## config.mk

```make
export PLATFORM = sky130hd
export DESIGN_NAME = header_text_q_b_encoder_unit
export DESIGN_NICKNAME = d
export VERILOG_FILES = /design/src/rtl/hdrenc_pkg.sv /design/src/rtl/hdrenc_front.sv /design/src/rtl/hdrenc_queue.sv /design/src/rtl/hdrenc_back.sv /design/src/rtl/header_text_q_b_encoder_unit.sv
export SDC_FILE = /design/constraint.sdc
export NUM_CORES = 1
export LEC_CHECK = 0
export ABC_CLOCK_PERIOD_IN_PS = 7050
export BUFFER_PORTS_ARGS = -buffer_cell sky130_fd_sc_hd__buf_2
export CAP_MARGIN = 5
export CORE_MARGIN = 4
export CORE_UTILIZATION = 40
export DETAILED_ROUTE_END_ITERATION = 8
export PLACE_DENSITY_LB_ADDON = 0.3
export SLEW_MARGIN = 30
export SYNTH_ARGS = -nofsm -noshare
export SYNTH_HDL_FRONTEND = slang
export SYNTH_SLANG_ARGS = --single-unit
```

## constraint.sdc

```tcl
create_clock -name clk -period 7.05 [get_ports clk]
set_input_delay 0.705 -clock clk [delete_from_list [all_inputs] [get_ports clk]]
set_output_delay 0.705 -clock clk [all_outputs]
set_load 0.1 [all_outputs]
```

## src/rtl/hdrenc_pkg.sv

```systemverilog
// Shared types and constants for the header text Q/B encoder.
`timescale 1ns / 1ps

package hdrenc_pkg;

    // Input beat: one raw header byte and its end-of-text flag
    typedef struct packed {
        logic [7:0] in_byte;
        logic       last_byte;
    } in_beat_t;

    // Output beat: one encoded character and its end-of-text flag
    typedef struct packed {
        logic [6:0] out_char;
        logic       last_char;
    } out_beat_t;

    // Work classes handed from front to back
    typedef enum logic [2:0] {
        OP_CRLF      = 3'd0,  // CR LF line break, passed through
        OP_Q_BYTE    = 3'd1,  // one byte, Q rules
        OP_Q_CR_BYTE = 3'd2,  // held CR as "=0D", then one byte by Q rules
        OP_B_FULL    = 3'd3,  // full three-byte group
        OP_B_ONE     = 3'd4,  // final group of one byte, two pads
        OP_B_TWO     = 3'd5   // final group of two bytes, one pad
    } op_t;

    // One queue entry: class, group bytes (Q uses the low byte), end flag
    typedef struct packed {
        op_t         op;
        logic [23:0] group;
        logic        last;
    } work_t;

    localparam logic       MODE_Q = 1'b0;
    localparam logic       MODE_B = 1'b1;

    localparam logic [7:0] CH_CR         = 8'h0D;
    localparam logic [7:0] CH_LF         = 8'h0A;
    localparam logic [7:0] CH_SPACE      = 8'h20;
    localparam logic [7:0] CH_UNDERSCORE = 8'h5F;
    localparam logic [7:0] CH_EQUALS     = 8'h3D;
    localparam logic [7:0] CH_DEL        = 8'h7F;

endpackage

```

## src/rtl/hdrenc_front.sv

```systemverilog
// Front end: accepts input beats, tracks CR lookahead and base64 grouping.
`timescale 1ns / 1ps

module hdrenc_front (
    input  logic                clk,
    input  logic                rst_n,
    input  logic                cfg_wr_en,
    input  logic                cfg_wr_data,
    input  logic                in_valid,
    input  hdrenc_pkg::in_beat_t in_data,
    input  logic                queue_full,
    output logic                in_stall,
    output logic                push,
    output hdrenc_pkg::work_t   push_data
);

    logic        mode_reg;
    logic        pending_cr_reg;
    logic        pending_cr_next;
    logic [15:0] held_bytes_reg;
    logic [15:0] held_bytes_next;
    logic [1:0]  held_count_reg;
    logic [1:0]  held_count_next;
    logic        accept;
    logic        emit;
    logic [1:0]  cnt;
    logic [7:0]  b;
    logic        last;

    assign in_stall = queue_full;
    assign accept   = in_valid && !queue_full;
    assign push     = accept && emit;
    assign b        = in_data.in_byte;
    assign last     = in_data.last_byte;
    assign cnt      = held_count_reg + 2'd1;

    // Classify the beat and compute the next front state
    always_comb
    begin
        pending_cr_next = pending_cr_reg;
        held_bytes_next = held_bytes_reg;
        held_count_next = held_count_reg;
        emit            = 1'b0;
        push_data.op    = hdrenc_pkg::OP_Q_BYTE;
        push_data.group = {held_bytes_reg, b};
        push_data.last  = last;

        if (mode_reg == hdrenc_pkg::MODE_Q)
        begin
            if (pending_cr_reg && b == hdrenc_pkg::CH_LF)
            begin
                emit            = 1'b1;
                push_data.op    = hdrenc_pkg::OP_CRLF;
                pending_cr_next = 1'b0;
            end
            else if (pending_cr_reg)
            begin
                emit = 1'b1;
                if (b == hdrenc_pkg::CH_CR && !last)
                begin
                    // held CR goes out quoted, new CR is held in its place
                    push_data.op    = hdrenc_pkg::OP_Q_BYTE;
                    pending_cr_next = 1'b1;
                end
                else
                begin
                    push_data.op    = hdrenc_pkg::OP_Q_CR_BYTE;
                    pending_cr_next = 1'b0;
                end
            end
            else if (b == hdrenc_pkg::CH_CR && !last)
            begin
                pending_cr_next = 1'b1;
            end
            else
            begin
                emit         = 1'b1;
                push_data.op = hdrenc_pkg::OP_Q_BYTE;
            end
        end
        else
        begin
            if (cnt == 2'd3)
            begin
                emit            = 1'b1;
                push_data.op    = hdrenc_pkg::OP_B_FULL;
                held_bytes_next = '0;
                held_count_next = '0;
            end
            else if (last)
            begin
                emit         = 1'b1;
                push_data.op = (cnt == 2'd1) ? hdrenc_pkg::OP_B_ONE : hdrenc_pkg::OP_B_TWO;
            end
            else
            begin
                held_bytes_next = push_data.group[15:0];
                held_count_next = cnt;
            end
        end

        // end of text starts a fresh one
        if (last)
        begin
            pending_cr_next = 1'b0;
            held_bytes_next = '0;
            held_count_next = '0;
        end
    end

    // Mode register and front state; a mode write drops any partial text
    always_ff @(posedge clk or negedge rst_n)
    begin
        if (!rst_n)
        begin
            mode_reg       <= hdrenc_pkg::MODE_Q;
            pending_cr_reg <= 1'b0;
            held_bytes_reg <= '0;
            held_count_reg <= '0;
        end
        else if (cfg_wr_en)
        begin
            mode_reg       <= cfg_wr_data;
            pending_cr_reg <= 1'b0;
            held_bytes_reg <= '0;
            held_count_reg <= '0;
        end
        else if (accept)
        begin
            pending_cr_reg <= pending_cr_next;
            held_bytes_reg <= held_bytes_next;
            held_count_reg <= held_count_next;
        end
    end

    a_cr_only_in_q: assert property (@(posedge clk) disable iff (!rst_n)
        pending_cr_reg |-> (mode_reg == hdrenc_pkg::MODE_Q))
        else $error("CR held outside Q mode");

    a_group_only_in_b: assert property (@(posedge clk) disable iff (!rst_n)
        (held_count_reg != 2'd0) |-> (mode_reg == hdrenc_pkg::MODE_B))
        else $error("bytes held outside B mode");

endmodule

```

## src/rtl/hdrenc_queue.sv

```systemverilog
// Small FIFO of work entries between the front and back ends.
`timescale 1ns / 1ps

module hdrenc_queue #(
    parameter int DEPTH = 4
) (
    input  logic              clk,
    input  logic              rst_n,
    input  logic              push,
    input  hdrenc_pkg::work_t push_data,
    input  logic              pop,
    output logic              full,
    output logic              head_valid,
    output hdrenc_pkg::work_t head_data
);

    localparam int PTR_W = (DEPTH > 1) ? $clog2(DEPTH) : 1;
    localparam int CNT_W = $clog2(DEPTH + 1);
    localparam logic [PTR_W-1:0] LAST_PTR = PTR_W'(DEPTH - 1);
    localparam logic [CNT_W-1:0] FULL_CNT = CNT_W'(DEPTH);

    hdrenc_pkg::work_t    entry_reg [DEPTH];
    logic [PTR_W-1:0]     wr_ptr_reg;
    logic [PTR_W-1:0]     rd_ptr_reg;
    logic [CNT_W-1:0]     count_reg;

    assign full       = (count_reg == FULL_CNT);
    assign head_valid = (count_reg != '0);
    assign head_data  = entry_reg[rd_ptr_reg];

    // Entry storage
    always_ff @(posedge clk)
    begin
        if (push)
        begin
            entry_reg[wr_ptr_reg] <= push_data;
        end
    end

    // Pointers and fill count
    always_ff @(posedge clk or negedge rst_n)
    begin
        if (!rst_n)
        begin
            wr_ptr_reg <= '0;
            rd_ptr_reg <= '0;
            count_reg  <= '0;
        end
        else
        begin
            if (push)
            begin
                wr_ptr_reg <= (wr_ptr_reg == LAST_PTR) ? '0 : wr_ptr_reg + 1'b1;
            end
            if (pop)
            begin
                rd_ptr_reg <= (rd_ptr_reg == LAST_PTR) ? '0 : rd_ptr_reg + 1'b1;
            end
            if (push && !pop)
            begin
                count_reg <= count_reg + 1'b1;
            end
            else if (pop && !push)
            begin
                count_reg <= count_reg - 1'b1;
            end
        end
    end

    a_no_overflow: assert property (@(posedge clk) disable iff (!rst_n)
        push |-> !full)
        else $error("push into full queue");

    a_no_underflow: assert property (@(posedge clk) disable iff (!rst_n)
        pop |-> head_valid)
        else $error("pop from empty queue");

endmodule

```

## src/rtl/hdrenc_back.sv

```systemverilog
// Back end: turns work entries into encoded chars, one per unstalled cycle.
`timescale 1ns / 1ps

module hdrenc_back (
    input  logic                  clk,
    input  logic                  rst_n,
    input  logic                  head_valid,
    input  hdrenc_pkg::work_t     head_data,
    output logic                  pop,
    output logic                  out_valid,
    input  logic                  out_stall,
    output hdrenc_pkg::out_beat_t out_data
);

    // Base64 alphabet lookup
    function automatic logic [6:0] b64_char(input logic [5:0] i);
        logic [6:0] c;
        if (i < 6'd26)
            c = 7'h41 + {1'b0, i};
        else if (i < 6'd52)
            c = 7'h61 + {1'b0, i} - 7'd26;
        else if (i < 6'd62)
            c = 7'h30 + {1'b0, i} - 7'd52;
        else if (i == 6'd62)
            c = 7'h2B;
        else
            c = 7'h2F;
        return c;
    endfunction

    // Uppercase hex digit
    function automatic logic [6:0] hex_char(input logic [3:0] n);
        logic [6:0] c;
        if (n < 4'd10)
            c = 7'h30 + {3'b000, n};
        else
            c = 7'h41 + {3'b000, n} - 7'd10;
        return c;
    endfunction

    // 8-bit, control, underscore and especial bytes get "=XX"
    function automatic logic needs_quote(input logic [7:0] v);
        logic q;
        q = v[7] || (v < 8'h20) || (v == hdrenc_pkg::CH_DEL)
            || (v == hdrenc_pkg::CH_UNDERSCORE);
        case (v) inside
            "(", ")", "<", ">", "@", ",", ";", ":", "\\", "\"",
            "/", "[", "]", "?", ".", "=": q = 1'b1;
            default: ;
        endcase
        return q;
    endfunction

    logic [2:0] idx_reg;
    logic [2:0] idx_next;
    logic [2:0] len;
    logic [6:0] chars [6];
    logic [6:0] q_c0;
    logic [6:0] q_c1;
    logic [6:0] q_c2;
    logic [2:0] q_len;
    logic [7:0] qb;
    logic [23:0] g;
    logic       load;
    logic       at_end;
    logic       out_valid_reg;
    hdrenc_pkg::out_beat_t out_data_reg;

    assign g  = head_data.group;
    assign qb = g[7:0];

    // Q expansion of one byte
    always_comb
    begin
        q_c0  = qb[6:0];
        q_c1  = hdrenc_pkg::CH_EQUALS[6:0];
        q_c2  = hdrenc_pkg::CH_EQUALS[6:0];
        q_len = 3'd1;
        if (qb == hdrenc_pkg::CH_SPACE)
        begin
            q_c0 = hdrenc_pkg::CH_UNDERSCORE[6:0];
        end
        else if (needs_quote(qb))
        begin
            q_c0  = hdrenc_pkg::CH_EQUALS[6:0];
            q_c1  = hex_char(qb[7:4]);
            q_c2  = hex_char(qb[3:0]);
            q_len = 3'd3;
        end
    end

    // Character list of the head entry
    always_comb
    begin
        for (int k = 0; k < 6; k++)
        begin
            chars[k] = hdrenc_pkg::CH_EQUALS[6:0];
        end
        len = 3'd4;
        unique case (head_data.op)
            hdrenc_pkg::OP_CRLF:
            begin
                chars[0] = hdrenc_pkg::CH_CR[6:0];
                chars[1] = hdrenc_pkg::CH_LF[6:0];
                len      = 3'd2;
            end
            hdrenc_pkg::OP_Q_BYTE:
            begin
                chars[0] = q_c0;
                chars[1] = q_c1;
                chars[2] = q_c2;
                len      = q_len;
            end
            hdrenc_pkg::OP_Q_CR_BYTE:
            begin
                chars[0] = hdrenc_pkg::CH_EQUALS[6:0];
                chars[1] = hex_char(hdrenc_pkg::CH_CR[7:4]);
                chars[2] = hex_char(hdrenc_pkg::CH_CR[3:0]);
                chars[3] = q_c0;
                chars[4] = q_c1;
                chars[5] = q_c2;
                len      = 3'd3 + q_len;
            end
            hdrenc_pkg::OP_B_FULL:
            begin
                chars[0] = b64_char(g[23:18]);
                chars[1] = b64_char(g[17:12]);
                chars[2] = b64_char(g[11:6]);
                chars[3] = b64_char(g[5:0]);
            end
            hdrenc_pkg::OP_B_ONE:
            begin
                chars[0] = b64_char(g[7:2]);
                chars[1] = b64_char({g[1:0], 4'b0000});
            end
            hdrenc_pkg::OP_B_TWO:
            begin
                chars[0] = b64_char(g[15:10]);
                chars[1] = b64_char(g[9:4]);
                chars[2] = b64_char({g[3:0], 2'b00});
            end
            default:
            begin
                len = 3'd1;
            end
        endcase
    end

    // Step through the entry as the output register frees up
    assign load     = head_valid && (!out_valid_reg || !out_stall);
    assign at_end   = (idx_reg == len - 3'd1);
    assign pop      = load && at_end;
    assign idx_next = at_end ? 3'd0 : idx_reg + 3'd1;

    always_ff @(posedge clk or negedge rst_n)
    begin
        if (!rst_n)
        begin
            idx_reg       <= '0;
            out_valid_reg <= 1'b0;
        end
        else
        begin
            if (load)
            begin
                idx_reg       <= idx_next;
                out_valid_reg <= 1'b1;
            end
            else if (!out_stall)
            begin
                out_valid_reg <= 1'b0;
            end
        end
    end

    // Output payload register
    always_ff @(posedge clk)
    begin
        if (load)
        begin
            out_data_reg.out_char  <= chars[idx_reg];
            out_data_reg.last_char <= head_data.last && at_end;
        end
    end

    assign out_valid = out_valid_reg;
    assign out_data  = out_data_reg;

    a_idx_in_range: assert property (@(posedge clk) disable iff (!rst_n)
        head_valid |-> (idx_reg < len))
        else $error("character index past end of entry");

    a_entry_kept: assert property (@(posedge clk) disable iff (!rst_n)
        (idx_reg != 3'd0) |-> head_valid)
        else $error("entry vanished mid-expansion");

endmodule

```

## src/rtl/header_text_q_b_encoder_unit.sv

```systemverilog
// Top level of the header text Q/B encoder.
`timescale 1ns / 1ps

// Header text encoder: raw header bytes in, Q or base64 encoded text out.
// Input channel in_valid/in_stall/in_data carries one byte per beat with
// last_byte on the final byte of a text. Output channel
// out_valid/out_stall/out_data carries one character per beat, last_char
// set on the final character of the text.
// cfg_wr_en/cfg_wr_data writes the mode (0 = Q, 1 = B); a write drops any
// partly received text. Write only while the block is idle.
// A byte's first character passes through the work queue and the output
// register before it is valid on out_data.
// Throughput: the output side emits one character per cycle unless stalled,
// and a byte yields 0 to 6 characters (Q: 0 for a held CR, 1 plain, 3 quoted,
// 2 for CR LF, up to 6 for a held CR flushed ahead of a quoted byte; B: 4 per
// 3-byte group or padded final group, 0 for a byte that leaves its group open).
// The front end takes one byte per cycle until the QUEUE_DEPTH-entry work
// queue fills; the back-end character sequencer sets the sustained rate.
// Reset clears the mode to Q, all lookahead and group state and the queue.
// A stalled output holds its beat; backpressure reaches in_stall only once
// the queue is full.

module header_text_q_b_encoder_unit #(
    parameter int QUEUE_DEPTH = 4
) (
    input  logic                  clk,
    input  logic                  rst_n,
    input  logic                  cfg_wr_en,
    input  logic                  cfg_wr_data,
    input  logic                  in_valid,
    output logic                  in_stall,
    input  hdrenc_pkg::in_beat_t  in_data,
    output logic                  out_valid,
    input  logic                  out_stall,
    output hdrenc_pkg::out_beat_t out_data
);

    logic              push;
    logic              pop;
    logic              queue_full;
    logic              head_valid;
    hdrenc_pkg::work_t push_data;
    hdrenc_pkg::work_t head_data;

    hdrenc_front u_front (
        .clk         (clk),
        .rst_n       (rst_n),
        .cfg_wr_en   (cfg_wr_en),
        .cfg_wr_data (cfg_wr_data),
        .in_valid    (in_valid),
        .in_data     (in_data),
        .queue_full  (queue_full),
        .in_stall    (in_stall),
        .push        (push),
        .push_data   (push_data)
    );

    hdrenc_queue #(
        .DEPTH (QUEUE_DEPTH)
    ) u_queue (
        .clk        (clk),
        .rst_n      (rst_n),
        .push       (push),
        .push_data  (push_data),
        .pop        (pop),
        .full       (queue_full),
        .head_valid (head_valid),
        .head_data  (head_data)
    );

    hdrenc_back u_back (
        .clk        (clk),
        .rst_n      (rst_n),
        .head_valid (head_valid),
        .head_data  (head_data),
        .pop        (pop),
        .out_valid  (out_valid),
        .out_stall  (out_stall),
        .out_data   (out_data)
    );

endmodule
```

==> summary.md <==
| Metric | Value |
|---|---|
| DP Wirelength | between 15000 and 20000 um |
| Crit path buffers/inverters | 3 |
| DR vias | roughly 8000 |
| Part of the cycle the worst path needs | a little over four fifths |
| CP max FO | 22 |
| Initial antenna violation count | 0 |
| Family with the most delay on the worst path | compound AO/OA/AOI/OAI gates |
| Die area | 27800 um2 |
| Max_cap viols | 0 |
| Post-Synth Simple-Gate Area | 14.7% |
| Synth Area in XOR/XNOR | 3.30% |
| FF+latch area | between 4000 and 5000 um2 |
| Setup violators final | 0 |
| Hold_ws | between 0.3 and 0.4 ns |
| Netlist cell types | 87 |
| Synth top cells by count | 120 x edfxtp_1, 87 x nand2_1, 79 x o21ai_0 |
| Synth Area in Compound Gates | between 10% and 20% |
| CTS buffer count | 17 |
| Largest family of logic cells by synthesized area | compound AO/OA/AOI/OAI gates |
| Worst path slowest cell | dfrtp_2 |
| Syn avg cell area | 10.4 um2 |
| Tmin final | slightly below 6 ns |
| Ant diodes | 0 |
| Synthesis-stage register bit count | around 150 |
| Netlist Area Pre-Place | approximately 10000 um2 |
| Multiplexer share of the synthesized area | under 10% |
| Largest register FFs | 112 |
| Initial DRC count | between 1000 and 1500 |
| EDFF count, synth | 120 |
| Routability cong. | 0.992 |
| RSZ-0062 raised after global routing | false |
| Max incr delay on CP | between 0.7 and 0.8 ns |
| Worst Hold Class | primary input to async pin |
| Top post-synthesis cells by area | edfxtp_1 36%, dfrtp_1 7.7%, ha_1 6.2% |
| Post-CTS Setup Inserts | 0 |
| Syn Inst Count | 971 |
| Drt drc | 0 |
| Slew @ Worst Pin | 0.905 ns |
| Initial Util | a little over 40% |
| Flop-to-flop setup slack | between 1 and 1.5 ns |
| Synth area leader | edfxtp_1 |
| Drt total wl | 27500 um |
| Via density | roughly 6 |
| Ys Warns | 0 |
| Grt ovf | 0 |
| Antenna-violating nets left | 0 |
| Core Region | 24500 um2 |
| Avg WL per Cell | around 21 um |
| Top FF cell, synth | edfxtp_1 |
| Final Cell Area | 10900 um2 |
| Largest net degree at the start of global routing | 33 |
| Multi-input gate area | between 5000 and 6000 um2 |
| Worst slack at placement | approximately 1.2 ns |
| Die Wd | between 150 and 200 um |
| CTS tree | built |
| Mapped Nets | ~1000 |
| Io pins | 25 |
| Die H | ~170 um |
| Crit. End Element | flop |
| TritonRoute pass-1 iters | 6 |
| Clk pin slew, worst setup/hold paths | roughly 0.06 ns |
| # nets final | approximately 1000 |
| Share of cells above drive strength 1 | 12.1% |
| WS Path Type | flop to flop |
| Filler instances | 2316 |
| Vias in the first global route | around 7600 |
| GRT Total Usage | a little under 20% |
| Clk sinks | between 150 and 200 |
| Buffer depth of the longest clock path | 2 |
| Crit path DAT | between 6 and 7 ns |
| H-tree levels | 4 |
| Adder-cell share of the synthesized area | under 10% |
| Required @ worst endpoint | roughly 7.4 ns |
| Clock latency at the later pin of the worst-skew pair | roughly 0.42 ns |
| PortBufs | 24 |
| Worst Clk Skew | 0.00823 ns |
| CTS-repair resized insts | 0 |
| Ys async rst share | approximately 20% |
| Status | complete, no violations |
| Crit-path most repeated cell | ha_1 |
| Setup_tns | 0 ns |
| Final Max Tran Viols | 0 |
| Area delta synth->final | 8.37% |
| Synth top area share | 35.8% |
| Placement Cell Area | around 10000 um2 |
| Worst path cell trace | mux4_1 > buf_4 > ha_1 > a221o_1 > a31o_1 > a211oi_2 > a31oi_1 > buf_4 > nor2b_1 > o21ai_0 > ha_1 > xor2_1 > a22o_1 > nand2_1 > a21oi_2 > nand2_1 > ha_1 > inv_1 > fa_1 > mux2_2 |
| CP startpoint kind | flop |
| Fmax | ~170 MHz |
| # hold bufs at CTS | 0 |
| Final Hold Viols | 0 |
| Worst setup margin | around 1.2 ns |
| Most frequent cell after synthesis | edfxtp_1 |
| Std-Cell Rows | 57 |
| First-pass GRT wire length | approximately 43000 um |
| Post-synthesis sequential area ratio | a little over two fifths |
| CTS Root Cell | clkbuf_16 |
| Worst rel slew slack | between 30% and 40% |
area by class of cell:
cell class	instances	share of cell area (%)
clock buffers	17	3.90
clock inverters	15	1.16
inverters	37	1.27
multi-input cells	718	48.2
flip-flops and latches	151	40.1
well taps	324	3.71
repair buffers	32	1.65
final timing paths:
| path | startpoint | to | depth (start not counted) |
|---|---|---|---|
| worst max register to register | u_queue.rd_ptr_reg[0]$_DFFE_PN0P_ | u_queue.count_reg[1]$_DFFE_PN0P_ | 20 |
| worst max-delay path | u_queue.rd_ptr_reg[0]$_DFFE_PN0P_ | u_queue.count_reg[1]$_DFFE_PN0P_ | 20 |
| min in group clk | u_queue.count_reg[2]$_DFFE_PN0P_ | u_queue.count_reg[2]$_DFFE_PN0P_ | 1 |
| worst min-delay path | rst_n | u_front.held_count_reg[1]$_DFFE_PN0P_ | 1 |
| max in group asynchronous | rst_n | u_queue.rd_ptr_reg[0]$_DFFE_PN0P_ | 1 |
| worst min register to register | u_queue.count_reg[2]$_DFFE_PN0P_ | u_queue.count_reg[2]$_DFFE_PN0P_ | 1 |
per-stage QoR:
step | utilization [%] | cells
after floorplan | - | 971
after global placement | 42.2 | 1262
after detailed placement | 42.2 | 1262
after CTS | 44.5 | 1294
after global routing | 44.5 | 1294
final | 44.5 | 1294
cells by family (layout without fill, tap and decap cells):
kind of cell	Yosys count	after routing
compound gates	293	293
fa+ha+maj	51	51
simple gates	295	295
mux	41	41
buf+inv	102	101
xor+xnor	38	38
flops	151	151
worst register-to-register path: cells and delay by family, from the launching register on:
family          cells  cell delay (ns)
simple gates        3             0.38
flops               1             0.78
mux                 2             0.91
xor+xnor            1             0.22
buf+inv             3             0.53
fa+ha+maj           4             1.36
compound gates      7             1.58
cell usage in the layout (no fill, tap or decap), types with 9 or more instances in the layout:
master and count:
a21oi_1 59, buf_2 24, nor3_1 28, nand3_1 28, a211oi_1 16, ha_1 50, nor2b_1 15, and2_1 16
xor2_1 9, nand2_1 87, a21o_1 11, mux2i_1 10, edfxtp_1 120, o21ai_0 79, clkbuf_16 17, nor2_1 56
xnor2_1 29, inv_1 37, a31oi_1 23, or3_1 11, o211ai_1 11, nand2b_1 13, mux4_2 27, dfrtp_1 30
routing by layer:
| layer | global-route usage (%) | vias to the layer above | wire, um |
|---|---|---|---|
| met4 | 7.65 | 0 | 964 |
| met1 | 27.9 | 3827 | 11900 |
| met5 | 0 | - | 0 |
| li1 | - | 3672 | - |
| met2 | 30.1 | 404 | 12600 |
| met3 | 3.01 | 66 | 2100 |
Power is not shown: default switching activity piles up to over one toggle a cycle in this logic, so the estimate is an artifact.
